### src/design/hsvrgb_pkg.sv
// Shared constants and types for the HSV to RGB converter.
`default_nettype none

package hsvrgb_pkg;

  // Hue handling
  localparam logic [8:0] FULL_TURN   = 9'd360;
  localparam logic [5:0] SECTOR_SPAN = 6'd60;

  // Unit factor 255 * 60: a channel at full value before the value multiply
  localparam logic [13:0] UNIT_FACTOR = 14'd15300;

  // Common denominator 255 * 255 * 60 of every channel fraction
  localparam logic [21:0] FRAC_DENOM = 22'd3901500;

  // Reciprocal of the denominator, scaled by two to the RECIP_SHIFT
  localparam int unsigned RECIP_SHIFT = 52;
  localparam longint unsigned RECIP_FULL = (64'd1 << RECIP_SHIFT) / 64'd3901500;
  localparam logic [30:0] RECIP = RECIP_FULL[30:0];

  // Reset level of the brightness limit register
  localparam logic [7:0] LIMIT_RESET = 8'd63;

  // Sixty-degree sectors of the hue circle
  typedef enum logic [2:0] {
    SEC_RED_YELLOW    = 3'd0,
    SEC_YELLOW_GREEN  = 3'd1,
    SEC_GREEN_CYAN    = 3'd2,
    SEC_CYAN_BLUE     = 3'd3,
    SEC_BLUE_MAGENTA  = 3'd4,
    SEC_MAGENTA_RED   = 3'd5
  } sector_t;

  // Load enables of the per-channel scaling stages
  typedef struct packed {
    logic numer_en;
    logic prod_en;
    logic est_en;
    logic level_en;
  } chan_ctrl_t;

endpackage

`default_nettype wire

### src/design/hsvrgb_scale.sv
// One colour channel: value multiply, brightness scaling and exact division.
`default_nettype none

module hsvrgb_scale (
  input  wire logic                    clk,
  input  wire hsvrgb_pkg::chan_ctrl_t  ctrl,
  input  wire logic [7:0]              value,
  input  wire logic [13:0]             factor,
  input  wire logic [7:0]              limit,
  output logic [7:0]                   level
);

  logic [21:0] numer;
  logic [29:0] prod;
  logic [29:0] prod_hold;
  logic [7:0]  est;
  logic [60:0] recip_prod;
  logic [29:0] est_denom;
  logic [29:0] remainder;
  logic [7:0]  level_next;

  // Form the numerator over the common denominator
  always_ff @(posedge clk) begin
    if (ctrl.numer_en) begin
      numer <= 22'(value) * 22'(factor);
    end
  end

  // Scale by the brightness limit
  always_ff @(posedge clk) begin
    if (ctrl.prod_en) begin
      prod <= 30'(numer) * 30'(limit);
    end
  end

  // Estimate the quotient through the reciprocal; it is exact or one short
  assign recip_prod = 61'(prod) * 61'(hsvrgb_pkg::RECIP);

  always_ff @(posedge clk) begin
    if (ctrl.est_en) begin
      est       <= recip_prod[59:52];
      prod_hold <= prod;
    end
  end

  // Correct the estimate with one compare of the remainder
  assign est_denom = 30'(est) * 30'(hsvrgb_pkg::FRAC_DENOM);
  assign remainder = prod_hold - est_denom;
  assign level_next = (remainder >= 30'(hsvrgb_pkg::FRAC_DENOM)) ? est + 8'd1 : est;

  always_ff @(posedge clk) begin
    if (ctrl.level_en) begin
      level <= level_next;
    end
  end

endmodule

`default_nettype wire

### config.mk
export PLATFORM = sky130hd
export DESIGN_NAME = hsvrgb_scale
export DESIGN_NICKNAME = d
export VERILOG_FILES = /design/src/design/hsvrgb_pkg.sv /design/src/design/hsvrgb_scale.sv
export SDC_FILE = /design/constraint.sdc
export NUM_CORES = 2
export LEC_CHECK = 0
export BUFFER_PORTS_ARGS = -buffer_cell sky130_fd_sc_hd__buf_2
export CAP_MARGIN = 20
export CORE_MARGIN = 2
export CORE_UTILIZATION = 33
export CTS_CLUSTER_DIAMETER = 40
export DETAILED_ROUTE_END_ITERATION = 12
export PLACE_DENSITY = 0.45
export REMOVE_ABC_BUFFERS = 1
export SYNTH_ARGS = -nofsm -noshare
export SYNTH_HDL_FRONTEND = slang
export SYNTH_SLANG_ARGS = --single-unit
### constraint.sdc
create_clock -name clk -period 10.2 [get_ports clk]
set_clock_uncertainty 0.15 [all_clocks]
set_input_delay 0.51 -clock clk [delete_from_list [all_inputs] [get_ports clk]]
set_output_delay 0.51 -clock clk [all_outputs]
set_load 0.005 [all_outputs]
* Word level (Yosys, flattened, before mapping)
Index checks and enable logic that the tools add are counted.
** Storage, ports and cells
- Input bits :: 35
- Flip-flop bits (word level) :: 98
- Output and inout port bits :: 8
** Cells by class
- Mux-type cells :: 1
- Multiply operators :: 4
- $lt $le $gt $ge :: 1
- Add/subtract/negate cells :: 2
** Operators by type and width (number)
- $mul 30x29->58 const B :: 1
- $ge 30x22->1 const B :: 1
- $mul 22x8->30 :: 1
- $sub 30x30->30 :: 1
- $mul 8x20->28 const B :: 1
- $mul 8x14->22 :: 1
- $add 8x1->8 const B :: 1
- $mux 8 :: 1

* Longest topological paths before layout
- Depth after elaboration :: 4
- Depth in mapped cells :: 31

* Least setup slack after synthesis
No wires, ideal clock.
- Path type :: reg2reg
- From :: reg prod[16]
- To :: reg est[6] (data pin)
- Setup time :: 0.258 ns
- Clock period less this slack :: 7.109 ns
- Path slack :: 3.091 ns
- Stages on the path, launching flop included :: 23
- Data arrival time :: 6.701 ns
- Path through :: edfxtp_1 -> ha_1 -> inv_1 -> fa_1 -> fa_1 -> inv_1 -> fa_1 -> fa_1 -> fa_1 -> fa_1 -> fa_1 -> ha_1 -> a21o_1 -> a21o_1 -> a21oi_1 -> o21ai_1 -> a211oi_1 -> o31ai_1 -> a2111o_1 -> a221oi_2 -> o211ai_1 -> a31oi_1 -> xnor2_1
** On the way
- Word-level cells in the longest chain between the ends :: 1
** RTL lines
- from (decl) :: line hsvrgb_scale.sv:14 : logic [29:0] prod;
- from (signal assigned) :: line hsvrgb_scale.sv:32 : prod <= 30'(numer) * 30'(limit);
- $mul 30x29->58 :: line hsvrgb_scale.sv:37 : assign recip_prod = 61'(prod) * 61'(hsvrgb_pkg::RECIP);
- via recip_prod[58] :: line hsvrgb_scale.sv:17 : logic [60:0] recip_prod;
- to (signal assigned) :: line hsvrgb_scale.sv:41 : est <= recip_prod[59:52];
- to (decl) :: line hsvrgb_scale.sv:16 : logic [7:0] est;
The timed path passes the listed nets, and every way through them passes these cells.
A chain may end at the register's enable or synchronous reset.

* Final worst setup path
- From :: reg prod[12]
- To :: reg est[6] (data pin)
Same word-level chain as after synthesis.

==> metrics.md <==
| Metric | Value |
|---|---|
| Outcome | `finished, final reports clean` |
| RSZ-0062 raised after global routing | `no` |
| Reg2reg setup slack | `2.14 ns` |
| Initial antenna violation count | `1` |
| Worst R2R End | `est[6]` |
| Final Worst Setup Slack | `2.14 ns` |
| Crit path max fanout | `12` |
| Layout fillers | `9305` |
| Yosys warnings | `0` |
| DR vias | `19930` |
| Clk slew on worst S/H paths | `0.08 ns` |
| CP Launch Type | `flip-flop` |
| CP startpoint | `prod[12]` |
| DP Worst Slack | `2.15 ns` |
| Max_cap viols | `0` |
| Worst Hold Endpoint | `level[5]` |
| TritonCTS Sinks | `96` |
| Final period utilization | `79.0%` |
| Die area | `93900 um2` |
| Post-cts repair resize count | `0` |
| Final hold violations | `0` |
| Tightest Pin Transition | `1.01 ns` |
| Die span in y | `306 um` |
| CTS tree | `done` |
| TNS Setup | `0 ns` |
| Worst min-delay path class | `in -> reg` |
| CTS buffer count | `9` |
| Critical path type | `reg -> reg` |
| Root Driver | `clkbuf_16` |
| Worst hold start | `ctrl[0]` |
| Seq/Total Area, Yosys | `9.55%` |
| Final instance area | `32200 um2` |
| Via/cell ratio | `4.68` |
| Max Freq | `124 MHz` |
| Main synth FF type | `edfxtp_1` |
| # DRC | `0` |
| GRT Util Overall | `16.5%` |
| Placement Rows | `110` |
| Diode count | `0` |
| WP data required | `10.19 ns` |
| Most frequent CP cell | `fa_1` |
| Post-CTS Hold Buffers | `0` |
| Hold path depth | `1` |
| Setup Buffers After CTS | `0` |
| RePlAce Congestion | `0.834` |
| Synth Area per Inst | `9.91 um2` |
| Routed WL | `73800 um` |
| Core Box Area | `90300 um2` |
| Endpoint type of the worst setup path | `flip-flop` |
| Remaining antenna violation count after routing | `0` |
| Detailed placer's ending HPWL | `63600 um` |
| Vias in the first global route | `21495` |
| Width of the die | `306 um` |
| EDFF count, synth | `96` |
| Mapped Cells | `3044` |
| Clock latency on the worst-skew pair | `0.39 ns` |
| Worst EP arrival | `8.05 ns` |
| GR Overflow Total | `0` |
| Final Critical Period | `8.06 ns` |
| Port bufs | `42` |
| Pins over their slew limit | `0` |
| Largest net degree at the start of global routing | `37` |
| First-pass GRT wire length | `120000 um` |
| Yosys cell types | `73` |
| Critical path's slowest cell | `edfxtp_1` |
| Reg-to-reg startpoint | `prod[12]` |
| # nets final | `4252` |
| Drt initial violations | `892` |
| Synth Cell Area | `30200 um2` |
| Pre-antenna DRT Iters | `5` |
| Reg2Reg Depth | `22` |
| Worst slew margin | `32.4%` |
| Max stage delay on crit path | `1.00 ns` |
| Post-DR wirelength/cell | `17.3 um` |
| H-tree levels | `3` |
| CTS Buffer Depth | `2` |
| Starting density of the core | `33.4%` |
| Asr flop ratio synth | `0%` |
| Register bit count reported by yosys | `96` |
| # IOs | `43` |
| Area delta synth->final | `6.60%` |
| Final setup violation count | `0` |
| CP Cell Sequence | `ha_1 -> inv_1 -> fa_1 -> fa_1 -> inv_1 -> fa_1 -> fa_1 -> fa_1 -> fa_1 -> fa_1 -> ha_1 -> a21o_1 -> a21o_1 -> a21oi_1 -> o21ai_1 -> a211oi_1 -> o31ai_1 -> a2111o_1 -> a221oi_2 -> o211ai_1 -> a31oi_1 -> xnor2_1` |
| DP Area | `31900 um2` |
| Layout cells sized above 1 | `3.05%` |
-- worst max path at each step --
stage                     endpoint
after floorplan             est[6]
after global routing      level[7]
final                       est[6]
after detailed placement  level[7]
after global placement      est[6]
after CTS                   est[6]
-- area by class of cell --
cell class	instances	area (um2)	share of cell area (%)
Clock buffer	11	233	0.723
Clock inverter	5	80.1	0.249
Timing Repair Buffer	59	338	1.05
Tap cell	1176	1470	4.57
Multi-Input combinational cell	2132	24200	75.3
Inverter	782	2940	9.12
Sequential cell	96	2880	8.96
-- worst max-delay path, delay by kind of cell, from the launching register on --
kind                     cells  cell delay (ns)
adder cells (fa/ha/maj)      9             4.22
flip-flops                   1             1.00
buffers and inverters        2             0.13
AO/OA/AOI/OAI               10             2.22
XOR/XNOR                     1             0.10
-- registers in the layout, summed over array words and instances (netlist names) --
| register | flops |
|---|---|
| prod | 30 |
| prod_hold | 28 |
| numer | 22 |
| est | 8 |
| level | 8 |
-- metrics by stage --
stage	hold WS [ns]	utilization (%)	cells
after CTS	0.278	35.6	4261
final	0.308	35.6	4261
after floorplan	0.465	-	3010
after detailed placement	0.624	35.3	4245
after global routing	0.297	35.6	4261
after global placement	0.625	35.3	4245
-- kinds of logic after synthesis --
family | count (synthesis) | share of synthesized area (%)
adders and majority gates | 1137 | 60.9
buffers and inverters | 816 | 10.2
muxes | 6 | 0.199
AOI/OAI and AO/OA | 317 | 7.01
DFF | 96 | 9.55
and+or+nand+nor | 579 | 9.44
xor gates and xnor gates | 93 | 2.74
-- cells in the final DEF (no fill, tap or decap), drive strengths merged, types with 4 or more instances in the layout --
cell type / instances
inv: 783
ha: 584
fa: 553
nand2: 218
and2: 138
edfxtp: 96
a21oi: 93
nor2: 69
o21ai: 67
xnor2: 61
buf: 59
a21o: 42
nand3: 34
nor3: 32
xor2: 31
nor2b: 23
o21a: 22
nand2b: 14
and3: 14
a31oi: 11
clkbuf: 11
a211oi: 10
nand4: 9
or3: 8
o21bai: 8
o211ai: 8
nor4: 8
o31ai: 8
mux2i: 6
o2111ai: 5
a221oi: 5
a21boi: 4
a211o: 4
o22ai: 4
-- cell usage after synthesis, types with 8 or more instances --
library cell  instances  area (um2)
o21ai_0              57         285
nor2b_1              23         144
nand3_1              33         165
inv_1               782        2940
xor2_1               31         272
o21a_1               22         165
nand2_1             218         818
clkbuf_1             30         113
nor3_1               32         160
fa_1                553       11100
a21o_1               42         315
edfxtp_1             96        2880
a21oi_1              90         450
and2_1              138         863
o21ai_1               9        45.0
a211oi_1              9        67.6
xnor2_1              61         534
nand2b_1             14        87.6
or3_1                 8        50.1
o21bai_1              8        60.1
and3_1               14        87.6
ha_1                584        7310
nor2_1               69         259
a31oi_1              11        68.8
nand4_1               9        56.3
-- layer usage --
layer	part of all wire [%]	vias to the layer above	track usage [%]
li1	-	9703	-
met5	0.015	-	0
met4	1.3	2	3.19
met2	49	164	28.0
met3	1.9	38	1.46
met1	48	10023	22.9
Power is not shown: default switching activity piles up to over one toggle a cycle in this logic, so the estimate is an artifact.
